===== config.mk =====
export PLATFORM = sky130hd
export DESIGN_NAME = nearest_palette_color_search
export DESIGN_NICKNAME = d
export VERILOG_FILES = /design/src/hdl/npcs_pkg.sv /design/src/hdl/nearest_palette_color_search.sv /design/src/hdl/npcs_ctrl.sv /design/src/hdl/npcs_datapath.sv
export SDC_FILE = /design/constraint.sdc
export NUM_CORES = 2
export LEC_CHECK = 0
export ABC_AREA = 1
export CAP_MARGIN = 15
export CORE_ASPECT_RATIO = 1.5
export CORE_UTILIZATION = 50
export CTS_CLUSTER_DIAMETER = 40
export DETAILED_ROUTE_END_ITERATION = 8
export DONT_BUFFER_PORTS = 1
export HOLD_SLACK_MARGIN = 0.05
export PLACE_DENSITY_LB_ADDON = 0.2
export SLEW_MARGIN = 20
export SYNTH_ARGS = -nofsm -noshare
export SYNTH_HDL_FRONTEND = slang
export SYNTH_SLANG_ARGS = --single-unit

===== constraint.sdc =====
create_clock -name clk_i -period 7.42 [get_ports clk_i]
set_input_delay 0.371 -clock clk_i [delete_from_list [all_inputs] [get_ports clk_i]]
set_output_delay 0.371 -clock clk_i [all_outputs]
set_load 0.02 [all_outputs]

===== src/hdl/npcs_pkg.sv =====
// Package for the nearest palette colour search block.
// Holds the field widths, opcodes, palette entry layout and the command and
// status groups that pass between the controller and the datapath.
package npcs_pkg;

  // Field widths of the item and result beats
  localparam int unsigned L_W    = 13;
  localparam int unsigned AB_W   = 14;
  localparam int unsigned SLOT_W = 6;
  localparam int unsigned IDX_W  = 6;
  localparam int unsigned CNT_W  = 7;

  // Widths inside the distance datapath
  localparam int unsigned DL_W   = L_W;        // |delta L| fits the field width
  localparam int unsigned DAB_W  = AB_W;       // |delta a|, |delta b| up to 16383
  localparam int unsigned SQL_W  = 2 * DL_W;
  localparam int unsigned SQAB_W = 2 * DAB_W;
  localparam int unsigned DIST_W = 30;

  // Opcodes carried by an input beat
  localparam logic OP_WRITE = 1'b0;
  localparam logic OP_QUERY = 1'b1;

  // One stored palette colour
  typedef struct packed {
    logic        [L_W-1:0]  l;
    logic signed [AB_W-1:0] a;
    logic signed [AB_W-1:0] b;
  } entry_t;

  // Commands from the controller to the datapath
  typedef struct packed {
    logic wr_en;        // store the incoming entry
    logic load_target;  // capture the query colour
    logic rd_en;        // read one palette entry this cycle
    logic rd_first;     // the entry read is the first of the search
    logic rd_last;      // the entry read is the last of the search
    logic out_load;     // move the answer into the output register
    logic out_empty;    // the answer is for an empty palette
  } cmd_t;

  // Status from the datapath back to the controller
  typedef struct packed {
    logic done;         // best match is final
    logic out_free;     // output register can take a new result
  } status_t;

endpackage


===== src/hdl/nearest_palette_color_search.sv =====
// Nearest palette colour search, top level: palette_count register, controller, datapath.
// A write beat is stored when it is accepted. A query of n = min(palette_count, PALETTE_DEPTH)
// entries holds the input until its result is loaded into the output register;
// an empty palette answers without any reads; one read per cycle.
// Reset clears the count to zero and all control state; the palette is undefined until written.
// Depends on npcs_pkg, npcs_ctrl and npcs_datapath.
module nearest_palette_color_search #(
  parameter int unsigned PALETTE_DEPTH = 64
) (
  input  logic                              clk_i,
  input  logic                              rst_ni,
  input  logic                              cfg_we_i,
  input  logic [npcs_pkg::CNT_W-1:0]        cfg_wdata_i,
  input  logic                              in_valid_i,
  output logic                              in_stall_o,
  input  logic                              opcode_i,
  input  logic [npcs_pkg::SLOT_W-1:0]       entry_index_i,
  input  logic [npcs_pkg::L_W-1:0]          l_value_i,
  input  logic signed [npcs_pkg::AB_W-1:0]  a_value_i,
  input  logic signed [npcs_pkg::AB_W-1:0]  b_value_i,
  output logic                              out_valid_o,
  input  logic                              out_stall_i,
  output logic [npcs_pkg::IDX_W-1:0]        color_index_o,
  output logic                              palette_empty_o
);

  localparam int unsigned AW = (PALETTE_DEPTH > 1) ? $clog2(PALETTE_DEPTH) : 1;
  localparam int unsigned CW = $clog2(PALETTE_DEPTH + 1);

  logic [npcs_pkg::CNT_W-1:0] palette_count_q;
  logic [CW-1:0]              limit;
  npcs_pkg::cmd_t             cmd;
  npcs_pkg::status_t          status;
  logic [AW-1:0]              rd_addr;

  // Configuration register
  always_ff @(posedge clk_i or negedge rst_ni) begin
    if (!rst_ni) begin
      palette_count_q <= '0;
    end else if (cfg_we_i) begin
      palette_count_q <= cfg_wdata_i;
    end
  end

  // Search length saturates at the store depth
  assign limit = (32'(palette_count_q) > 32'(PALETTE_DEPTH)) ? CW'(PALETTE_DEPTH)
                                                             : CW'(palette_count_q);

  npcs_ctrl #(
    .PALETTE_DEPTH (PALETTE_DEPTH)
  ) u_ctrl (
    .clk_i      (clk_i),
    .rst_ni     (rst_ni),
    .in_valid_i (in_valid_i),
    .in_stall_o (in_stall_o),
    .opcode_i   (opcode_i),
    .limit_i    (limit),
    .status_i   (status),
    .cmd_o      (cmd),
    .rd_addr_o  (rd_addr)
  );

  npcs_datapath #(
    .PALETTE_DEPTH (PALETTE_DEPTH)
  ) u_datapath (
    .clk_i           (clk_i),
    .rst_ni          (rst_ni),
    .cmd_i           (cmd),
    .rd_addr_i       (rd_addr),
    .status_o        (status),
    .entry_index_i   (entry_index_i),
    .l_value_i       (l_value_i),
    .a_value_i       (a_value_i),
    .b_value_i       (b_value_i),
    .out_valid_o     (out_valid_o),
    .out_stall_i     (out_stall_i),
    .color_index_o   (color_index_o),
    .palette_empty_o (palette_empty_o)
  );

  // An empty-palette answer always points at entry zero
  assert property (@(posedge clk_i) disable iff (!rst_ni)
    (out_valid_o && palette_empty_o) |-> (color_index_o == '0))
    else $error("empty palette result with non-zero index");

  // A new result only appears after a query held the input side
  assert property (@(posedge clk_i) disable iff (!rst_ni)
    $rose(out_valid_o) |-> $past(in_stall_o))
    else $error("result appeared without a query in flight");

  // The search finishes only while its query still blocks the input
  assert property (@(posedge clk_i) disable iff (!rst_ni)
    status.done |-> in_stall_o)
    else $error("search completed while controller idle");

endmodule


===== src/hdl/npcs_ctrl.sv =====
// Controller of the nearest palette colour search.
// Sequences the palette reads of a query and the hand-over of the result;
// depends on npcs_pkg for the command and status types.
module npcs_ctrl #(
  parameter int unsigned PALETTE_DEPTH = 64
) (
  input  logic                                      clk_i,
  input  logic                                      rst_ni,
  input  logic                                      in_valid_i,
  output logic                                      in_stall_o,
  input  logic                                      opcode_i,
  input  logic [$clog2(PALETTE_DEPTH+1)-1:0]        limit_i,
  input  npcs_pkg::status_t                         status_i,
  output npcs_pkg::cmd_t                            cmd_o,
  output logic [((PALETTE_DEPTH > 1) ? $clog2(PALETTE_DEPTH) : 1)-1:0] rd_addr_o
);

  localparam int unsigned AW = (PALETTE_DEPTH > 1) ? $clog2(PALETTE_DEPTH) : 1;
  localparam int unsigned CW = $clog2(PALETTE_DEPTH + 1);

  typedef enum logic [1:0] {
    ST_IDLE,
    ST_ISSUE,
    ST_DRAIN,
    ST_DELIVER
  } state_e;

  state_e          state_q;
  logic [AW-1:0]   addr_q;
  logic            empty_q;
  logic            accept;
  logic [CW-1:0]   addr_nx;
  logic            last_rd;

  // An item is taken only while no query is in flight
  assign in_stall_o = (state_q != ST_IDLE);
  assign accept     = in_valid_i && !in_stall_o;

  // The read in progress is the last one when the next address reaches the limit
  assign addr_nx = CW'(addr_q) + CW'(1);
  assign last_rd = (addr_nx == limit_i);

  // Commands decoded from the state and the accepted beat
  always_comb begin
    cmd_o             = '0;
    cmd_o.wr_en       = accept && (opcode_i == npcs_pkg::OP_WRITE);
    cmd_o.load_target = accept && (opcode_i == npcs_pkg::OP_QUERY);
    cmd_o.rd_en       = (state_q == ST_ISSUE);
    cmd_o.rd_first    = (state_q == ST_ISSUE) && (addr_q == '0);
    cmd_o.rd_last     = (state_q == ST_ISSUE) && last_rd;
    cmd_o.out_empty   = empty_q;
    case (state_q)
      ST_DRAIN:   cmd_o.out_load = status_i.done && status_i.out_free;
      ST_DELIVER: cmd_o.out_load = status_i.out_free;
      default:    cmd_o.out_load = 1'b0;
    endcase
  end

  assign rd_addr_o = addr_q;

  // State and read address
  always_ff @(posedge clk_i or negedge rst_ni) begin
    if (!rst_ni) begin
      state_q <= ST_IDLE;
      addr_q  <= '0;
      empty_q <= 1'b0;
    end else begin
      case (state_q)
        ST_IDLE: begin
          if (accept && (opcode_i == npcs_pkg::OP_QUERY)) begin
            addr_q <= '0;
            if (limit_i == '0) begin
              empty_q <= 1'b1;
              state_q <= ST_DELIVER;
            end else begin
              empty_q <= 1'b0;
              state_q <= ST_ISSUE;
            end
          end
        end
        ST_ISSUE: begin
          if (last_rd) begin
            state_q <= ST_DRAIN;
          end else begin
            addr_q <= addr_q + AW'(1);
          end
        end
        ST_DRAIN: begin
          if (status_i.done) begin
            state_q <= status_i.out_free ? ST_IDLE : ST_DELIVER;
          end
        end
        ST_DELIVER: begin
          if (status_i.out_free) begin
            state_q <= ST_IDLE;
          end
        end
        default: state_q <= ST_IDLE;
      endcase
    end
  end

endmodule


===== src/hdl/npcs_datapath.sv =====
// Datapath of the nearest palette colour search.
// Palette memory, distance pipeline, best-match tracking and output register;
// depends on npcs_pkg for widths, entry layout and command/status types.
module npcs_datapath #(
  parameter int unsigned PALETTE_DEPTH = 64
) (
  input  logic                                 clk_i,
  input  logic                                 rst_ni,
  input  npcs_pkg::cmd_t                       cmd_i,
  input  logic [((PALETTE_DEPTH > 1) ? $clog2(PALETTE_DEPTH) : 1)-1:0] rd_addr_i,
  output npcs_pkg::status_t                    status_o,
  input  logic [npcs_pkg::SLOT_W-1:0]          entry_index_i,
  input  logic [npcs_pkg::L_W-1:0]             l_value_i,
  input  logic signed [npcs_pkg::AB_W-1:0]     a_value_i,
  input  logic signed [npcs_pkg::AB_W-1:0]     b_value_i,
  output logic                                 out_valid_o,
  input  logic                                 out_stall_i,
  output logic [npcs_pkg::IDX_W-1:0]           color_index_o,
  output logic                                 palette_empty_o
);

  localparam int unsigned AW = (PALETTE_DEPTH > 1) ? $clog2(PALETTE_DEPTH) : 1;

  // Palette store and query target
  npcs_pkg::entry_t mem [PALETTE_DEPTH];
  npcs_pkg::entry_t tgt_q;
  npcs_pkg::entry_t wr_entry;
  logic             wr_ok;

  // Stage 1: entry read
  npcs_pkg::entry_t rdata_q;
  logic             s1_vld_q, s1_first_q, s1_last_q;
  logic [AW-1:0]    s1_idx_q;

  // Stage 2: absolute differences
  logic signed [npcs_pkg::L_W:0]    dl_s;
  logic signed [npcs_pkg::AB_W:0]   da_s, db_s;
  logic [npcs_pkg::DL_W-1:0]        dl_d, dl_q;
  logic [npcs_pkg::DAB_W-1:0]       da_d, da_q, db_d, db_q;
  logic                             s2_vld_q, s2_first_q, s2_last_q;
  logic [AW-1:0]                    s2_idx_q;

  // Stage 3: squares
  logic [npcs_pkg::SQL_W-1:0]       sql_d, sql_q;
  logic [npcs_pkg::SQAB_W-1:0]      sqa_d, sqa_q, sqb_d, sqb_q;
  logic                             s3_vld_q, s3_first_q, s3_last_q;
  logic [AW-1:0]                    s3_idx_q;

  // Stage 4: sum and compare
  logic [npcs_pkg::DIST_W-1:0]      sq_dist;
  logic [npcs_pkg::DIST_W-1:0]      best_dist_q;
  logic [AW-1:0]                    best_idx_q;
  logic                             done_q;

  // Output register
  logic                             out_valid_q;
  logic [npcs_pkg::IDX_W-1:0]       color_index_q;
  logic                             palette_empty_q;

  // Writes beyond the store are dropped
  assign wr_ok      = cmd_i.wr_en &&
                      (32'(entry_index_i) < 32'(PALETTE_DEPTH));
  assign wr_entry.l = l_value_i;
  assign wr_entry.a = a_value_i;
  assign wr_entry.b = b_value_i;

  // Single write port, registered read port
  always_ff @(posedge clk_i) begin
    if (wr_ok) begin
      mem[AW'(entry_index_i)] <= wr_entry;
    end
    if (cmd_i.rd_en) begin
      rdata_q <= mem[rd_addr_i];
    end
  end

  // Query colour held for the whole search
  always_ff @(posedge clk_i) begin
    if (cmd_i.load_target) begin
      tgt_q <= wr_entry;
    end
  end

  // Absolute differences per channel
  always_comb begin
    dl_s = $signed({1'b0, rdata_q.l}) - $signed({1'b0, tgt_q.l});
    da_s = $signed({rdata_q.a[npcs_pkg::AB_W-1], rdata_q.a})
         - $signed({tgt_q.a[npcs_pkg::AB_W-1], tgt_q.a});
    db_s = $signed({rdata_q.b[npcs_pkg::AB_W-1], rdata_q.b})
         - $signed({tgt_q.b[npcs_pkg::AB_W-1], tgt_q.b});
    dl_d = dl_s[npcs_pkg::L_W]  ? npcs_pkg::DL_W'(-dl_s)  : npcs_pkg::DL_W'(dl_s);
    da_d = da_s[npcs_pkg::AB_W] ? npcs_pkg::DAB_W'(-da_s) : npcs_pkg::DAB_W'(da_s);
    db_d = db_s[npcs_pkg::AB_W] ? npcs_pkg::DAB_W'(-db_s) : npcs_pkg::DAB_W'(db_s);
  end

  // Squares, one small multiplier per channel
  assign sql_d = npcs_pkg::SQL_W'(dl_q)  * npcs_pkg::SQL_W'(dl_q);
  assign sqa_d = npcs_pkg::SQAB_W'(da_q) * npcs_pkg::SQAB_W'(da_q);
  assign sqb_d = npcs_pkg::SQAB_W'(db_q) * npcs_pkg::SQAB_W'(db_q);

  // Exact squared distance
  assign sq_dist = npcs_pkg::DIST_W'(sql_q) + npcs_pkg::DIST_W'(sqa_q)
                 + npcs_pkg::DIST_W'(sqb_q);

  // Pipeline payload, no reset needed
  always_ff @(posedge clk_i) begin
    s1_idx_q <= rd_addr_i;
    dl_q     <= dl_d;
    da_q     <= da_d;
    db_q     <= db_d;
    s2_idx_q <= s1_idx_q;
    sql_q    <= sql_d;
    sqa_q    <= sqa_d;
    sqb_q    <= sqb_d;
    s3_idx_q <= s2_idx_q;
  end

  // Pipeline control bits
  always_ff @(posedge clk_i or negedge rst_ni) begin
    if (!rst_ni) begin
      s1_vld_q   <= 1'b0;
      s1_first_q <= 1'b0;
      s1_last_q  <= 1'b0;
      s2_vld_q   <= 1'b0;
      s2_first_q <= 1'b0;
      s2_last_q  <= 1'b0;
      s3_vld_q   <= 1'b0;
      s3_first_q <= 1'b0;
      s3_last_q  <= 1'b0;
      done_q     <= 1'b0;
    end else begin
      s1_vld_q   <= cmd_i.rd_en;
      s1_first_q <= cmd_i.rd_first;
      s1_last_q  <= cmd_i.rd_last;
      s2_vld_q   <= s1_vld_q;
      s2_first_q <= s1_first_q;
      s2_last_q  <= s1_last_q;
      s3_vld_q   <= s2_vld_q;
      s3_first_q <= s2_first_q;
      s3_last_q  <= s2_last_q;
      done_q     <= s3_vld_q && s3_last_q;
    end
  end

  // Best match: a later entry wins only when strictly closer
  always_ff @(posedge clk_i) begin
    if (s3_vld_q && (s3_first_q || (sq_dist < best_dist_q))) begin
      best_dist_q <= sq_dist;
      best_idx_q  <= s3_idx_q;
    end
  end

  // Output register, free when empty or being taken
  assign status_o.done     = done_q;
  assign status_o.out_free = !out_valid_q || !out_stall_i;

  always_ff @(posedge clk_i or negedge rst_ni) begin
    if (!rst_ni) begin
      out_valid_q <= 1'b0;
    end else if (cmd_i.out_load) begin
      out_valid_q <= 1'b1;
    end else if (!out_stall_i) begin
      out_valid_q <= 1'b0;
    end
  end

  always_ff @(posedge clk_i) begin
    if (cmd_i.out_load) begin
      color_index_q   <= cmd_i.out_empty ? '0 : npcs_pkg::IDX_W'(best_idx_q);
      palette_empty_q <= cmd_i.out_empty;
    end
  end

  assign out_valid_o     = out_valid_q;
  assign color_index_o   = color_index_q;
  assign palette_empty_o = palette_empty_q;

endmodule

After elaboration in Yosys (flattened, before gate mapping)

Memory sizes are Yosys's and may differ from the RTL's. A register that Yosys moved wholly into a read port is not among the register bits.
Cells that the tools add are included.
Widths: inputs -> output; s select.

$add $sub $neg: 10
Multiply operators: 3
Magnitude comparators: 2
Equality and inequality tests: 10
Mux-type cells: 20
Bitwise logic cells: 1
Reductions and logical operators: 21

Operator list:

| kind                | number |
|---|---|
| $mul 14x14->28      | 2 |
| $add 30x28->30      | 1 |
| $lt 30x30->1        | 1 |
| $sub 14x14->15      | 2 |
| $add 26x28->29      | 1 |
| $mux 14             | 2 |
| $neg 14->14         | 2 |
| $mul 13x13->26      | 1 |
| $sub 13x13->14      | 1 |
| $mux 13             | 1 |
| $neg 13->13         | 1 |
| $mux 2              | 6 |
| $mux 6              | 2 |
| $pmux 6 s2          | 1 |
| $logic_and 1x1->1   | 8 |
| $pmux 2 s4          | 1 |
| $add 6x1->7 const B | 1 |
| $eq 7x7->1          | 1 |
| $gt 7x7->1 const B  | 1 |
| $logic_not 7->1     | 1 |
| $mux 7              | 1 |
| $add 6x1->6 const B | 1 |
| $logic_not 6->1     | 1 |
| $ne 2x1->1 const B  | 3 |
| 13 further kinds    | 24 |

Register bits after elaboration: 252
Memory bits (writable): 2,624
Input port bits: 60
Output and inout bits: 9
Memories kept: 1

Memory list:

| name           | words | width | read ports | clocked after Yosys merged registers in | write ports | RTL line            | source |
|---|---|---|---|---|---|---|---|
| u_datapath.mem | 64    | 41    | 1          | 1                                       | 1           | npcs_datapath.sv:25 | `npcs_pkg::entry_t mem [PALETTE_DEPTH];` |

Logic depth before layout (Yosys ltp)

Depth in word-level cells: 6
Mapped depth: 29
Mapped depth without buffers: 29

By module

Synthesis repeated with hierarchy kept, for this count alone.

Cell total of the unflattened synthesis: 11,434
Area, all modules: 133,291.6 µm²

By module, submodules not included:

| module                       | instances | cells an instance | area an instance (µm²) |
|---|---|---|---|
| npcs_datapath                | 1         | 11,260            | 132,171.8 |
| npcs_ctrl                    | 1         | 136               | 802.0 |
| nearest_palette_color_search | 1         | 38                | 317.8 |

Least setup slack after synthesis

Ideal clock, no wire load.

Path kind: reg2reg
From: register u_datapath.sqa_q[3] (netlist name)
To: register u_datapath.best_dist_q[0] (netlist name), enable pin
Setup time: 484 ps
Data arrival time: 6,330 ps
Setup slack: 606 ps
Stages on the path, launching flop included: 29
Path buffers: 0
Path through: dfxtp_1 ha_1 nand2_1 nand2_1 nand3_1 nand2_1 a21boi_0 o21ai_0 nand2_1 nand2_1 xor2_1 ha_1 nand2_1 nor2_1 inv_1 nor2_1 nand3_1 or2_2 nand3_1 xor2_1 inv_1 ha_1 nand2_1 o21ai_0 nand2_1 o211ai_1 nor2_1 nand2_1 a21boi_0

Cells in the longest elaborated chain, start to end: 5

RTL lines:

| what                             | RTL line             | source |
|---|---|---|
| from (decl)                      | npcs_datapath.sv:45  | `logic [npcs_pkg::SQAB_W-1:0] sqa_d, sqa_q, sqb_d, sqb_q;` |
| from (signal assigned)           | npcs_datapath.sv:113 | `sqa_q <= sqa_d;` |
| $add 26x28->29                   | npcs_datapath.sv:102 | `assign sq_dist = npcs_pkg::DIST_W'(sql_q) + npcs_pkg::DIST_W'(sqa_q)` |
| $add 30x28->30                   | npcs_datapath.sv:103 | `+ npcs_pkg::DIST_W'(sqb_q);` |
| net u_datapath.sq_dist (one bit) | npcs_datapath.sv:50  | `logic [npcs_pkg::DIST_W-1:0] sq_dist;` |
| $lt 30x30->1                     | npcs_datapath.sv:147 | `if (s3_vld_q && (s3_first_q \|\| (sq_dist < best_dist_q))) begin` |
| $logic_or 1x1->1                 | npcs_datapath.sv:147 |  |
| $logic_and 1x1->1                | npcs_datapath.sv:147 |  |
| to (signal assigned)             | npcs_datapath.sv:148 | `best_dist_q <= sq_dist;` |
| to (decl)                        | npcs_datapath.sv:51  | `logic [npcs_pkg::DIST_W-1:0] best_dist_q;` |

The timed path passes the listed nets, and every way through them passes these cells.
A chain may end at the register's enable or synchronous reset.

Worst setup path in the final report

From: register u_datapath.db_q[6] (netlist name)
To: register u_datapath.sqb_q[19] (netlist name)

Cells in the longest elaborated chain, start to end: 1

RTL lines:

| what                           | RTL line             | source |
|---|---|---|
| from (decl)                    | npcs_datapath.sv:39  | `logic [npcs_pkg::DAB_W-1:0] da_d, da_q, db_d, db_q;` |
| from (signal assigned)         | npcs_datapath.sv:110 | `db_q <= db_d;` |
| $mul 14x14->28                 | npcs_datapath.sv:99  | `assign sqb_d = npcs_pkg::SQAB_W'(db_q) * npcs_pkg::SQAB_W'(db_q);` |
| net u_datapath.sqb_d (one bit) | npcs_datapath.sv:45  |  |
| to (signal assigned)           | npcs_datapath.sv:114 | `sqb_q <= sqb_d;` |
| to (decl)                      | npcs_datapath.sv:45  |  |

The timed path passes the listed nets, and every way through them passes these cells.

==> metrics.md <==
| Metric | Value |
|---|---|
| Status | `complete, no violations` |
| Most frequent cells after synthesis | `edfxtp_1 (2749), nand2_1 (1650), nor2_1 (1632)` |
| RD Place Congestion | `0.908` |
| Xor/xnor share of the synthesized area | `1.07%` |
| Slowest CP cell | `dfxtp_1` |
| Die Area | `between 200000 and 300000 um^2` |
| CP peak stage delay | `0.80 ns` |
| Fmax | `approximately 170 MHz` |
| Synth cell types | `45` |
| Final setup TNS | `0 ns` |
| Pin count of the biggest net entering global routing | `~200` |
| Port buffer count | `0` |
| Tcrit/Tclk final | `about four fifths` |
| Post-synthesis register bit count | `around 2.9k` |
| Final core occ | `56.5%` |
| Initial antenna violation count | `11` |
| Sequential share of the synthesized area | `a little under two thirds` |
| Worst Clk Skew | `between 0.06 and 0.07 ns` |
| Endpoints failing setup | `0` |
| Area of the core | `267000 um^2` |
| Area Growth Syn to Fin | `12.1%` |
| CTS Buf Count | `329` |
| Syn nets | `12.6k` |
| Routed wire length per instance | `around 24 um` |
| Multiplexer area fraction after synthesis | `less than 1%` |
| Final hold vios | `0` |
| Layout cells sized above 1 | `~6.6%` |
| Critical Path RT | `about 8 ns` |
| Synthesis Warnings | `0` |
| Clock Latency Late Sink | `just over 0.9 ns` |
| Max Slew Vio Count | `0` |
| Htree depth | `5` |
| First-pass DRT Iterations | `6` |
| First-pass GRT wire length | `between 500000 and 600000 um` |
| Slew @ Worst Pin | `1.27 ns` |
| CTS Root Cell | `clkbuf_16` |
| Synth area leaders | `edfxtp_1 (61%), o21ai_0 (5.2%), fa_1 (5.0%)` |
| Most used cell, CP | `fa_1` |
| Startpoint types | `flip-flop` |
| Avg Vias per Cell | `a little under 6` |
| Post-cts sizing count | `0` |
| Commonest register cell after synthesis | `edfxtp_1` |
| Starting Density | `roughly 50%` |
| Design area | `between 150000 and 200000 um^2` |
| Simple-gate portion of the synthesized area | `around an eighth` |
| Placed Area | `138000 um^2` |
| Die Width | `approximately 430 um` |
| Cell Area, Synth | `~130000 um^2` |
| DP HPWL | `between 200000 and 250000 um` |
| CTS tree | `built` |
| WP data arrival | `approximately 6.7 ns` |
| Async S/R FF share, synth | `less than 1%` |
| Tightest Hold Check Type | `primary input to flip-flop` |
| Clock net sink count | `approximately 2.9k` |
| CTS Buffer Depth | `4` |
| CP Max Fanout | `15` |
| Total track usage | `between 20% and 30%` |
| Adder-cell share of the synthesized area | `about 8.4%` |
| IO Pins | `69` |
| Crit Path Class | `flip-flop to flip-flop` |
| Yosys top cell by area | `edfxtp_1` |
| Total gr overflow | `0` |
| Crit path cell chain | `nand2_1 > fa_1 > inv_1 > fa_1 > inv_1 > fa_1 > inv_1 > fa_1 > fa_1 > fa_1 > ha_1 > nand2_1 > inv_1 > nand3_1 > o21ai_0 > nand3_1 > nand2_1 > xor2_1` |
| Synth Area per Inst | `between 10 and 15 um^2` |
| Count leader, synth | `edfxtp_1` |
| EDFF count, synth | `approximately 2.7k` |
| Worst-path clk slew | `0.06 ns` |
| Top cell type's share of synthesized area | `about three fifths` |
| 1st-iter DRT viols | `9547` |
| Number of global-route vias before repair | `approximately 92k` |
| Compound-Gate Fraction of Synth Area | `9.61%` |
| Period minus WS final | `5.88 ns` |
| Slew margin rel. | `roughly 14%` |
| Final nets | `around 13k` |
| DRC | `0` |
| Synth Instances | `approximately 12k` |
| Crit path capture type | `flip-flop` |
| Die Y | `637 um` |
| Final WL | `379000 um` |
| Num rows | `232` |
| Routed vias | `between 90k and 100k` |
| Max cap viols | `0` |
| Unrepaired setup endpoints after global routing | `no` |
| Post-DRT Antenna Nets | `0` |
| Largest family of logic cells by synthesized area | `simple AND/OR/NAND/NOR gates` |
## critical path: cells and delay by family (launching register included)
family                     cells  cell delay, ns
adders and majority gates      7            3.42
DFF                            1            0.80
and+or+nand+nor                5            0.71
AOI/OAI and AO/OA              1            0.45
buffers and inverters          4            0.27
xor gates and xnor gates       1            0.15
## stage by stage
| stage | worst slack [ns] | hold WS (ns) | cells |
|---|---|---|---|
| after global routing | 1.18 | 0.183 | 15500 |
| after global placement | 1.56 | 0.0773 | 14800 |
| after detailed placement | 1.54 | 0.0775 | 14800 |
| after CTS | 1.52 | 0.0819 | 15500 |
| final | 1.54 | 0.110 | 15500 |
| after floorplan | 0.606 | 0.0754 | 11800 |
## layout by cell type, fill, tap and decap left out, drive strengths merged, types with 53 or more instances in the layout
cell | Yosys | layout
edfxtp | 2749 | 2749
nand2 | 1652 | 1652
nor2 | 1632 | 1632
o21ai | 1431 | 1431
inv | 953 | 1006
nand3 | 667 | 667
o22ai | 656 | 656
clkbuf | 416 | 386
ha | 367 | 367
fa | 334 | 334
a21oi | 200 | 200
buf | 207 | 174
dfxtp | 138 | 138
xor2 | 109 | 109
clkinv | 2 | 101
xnor2 | 56 | 56
dlygate4sd3 | 0 | 53
## flip-flops by register name, indices dropped and copies added, names as in the netlist, 13 cells and up
name / count
u_datapath.sql_q: 25
u_datapath.db_q: 14
u_datapath.da_q: 14
u_datapath.mem: 2624
u_datapath.tgt_q: 41
u_datapath.best_dist_q: 30
u_datapath.rdata_q: 41
u_datapath.dl_q: 13
u_datapath.sqb_q: 27
u_datapath.sqa_q: 27
## final cells by class
type	instances	area (um^2)
fill	21900	116000
sequential	2914	86000
antenna	3	7.51
clock buffer	386	8670
inverter	955	3620
tap	3510	4390
timing repair buffer	227	2980
multi-input combinational	7329	42700
clock inverter	211	2400
## cell families after synthesis
family / after synthesis
AOI/OAI and AO/OA: 2375
adders and majority gates: 701
xor gates and xnor gates: 165
muxes: 4
DFF: 2914
buffers and inverters: 1578
and+or+nand+nor: 4084
## path summary, 6_finish.rpt
check / slack [ns] / cells past startpoint / start / end
worst max-delay path: 1.54 / 18 / u_datapath.db_q[6] / u_datapath.sqb_q[19]
worst min-delay path: 0.11 / 3 / in_valid_i / u_ctrl.empty_q
worst max register to register: 1.54 / 18 / u_datapath.db_q[6] / u_datapath.sqb_q[19]
worst min register to register: 0.32 / 0 / u_datapath.s2_idx_q[1] / u_datapath.s3_idx_q[1]
max in group asynchronous: 6.65 / 4 / rst_ni / u_ctrl.rd_addr_o[1]
min in group asynchronous: 0.55 / 4 / rst_ni / u_ctrl.state_q[1]
## per-layer routing
metal,part of all wire (%),vias to the layer above,track usage (%)
met1,37,46000,33.3
met5,0.0034,-,0
met3,7.1,863,3.45
met2,51,3892,49.0
met4,4.7,2,12.2
li1,-,41300,-
## timing repair
item | in CTS | in global routing
setup buffers | 0 | 0
hold buffers | 96 | 0
endpoints found under the hold margin | 2710 | 0
Power is left out: the tool's default activity adds up to more than one toggle a clock period on the data nets, which glitch-free logic cannot reach.
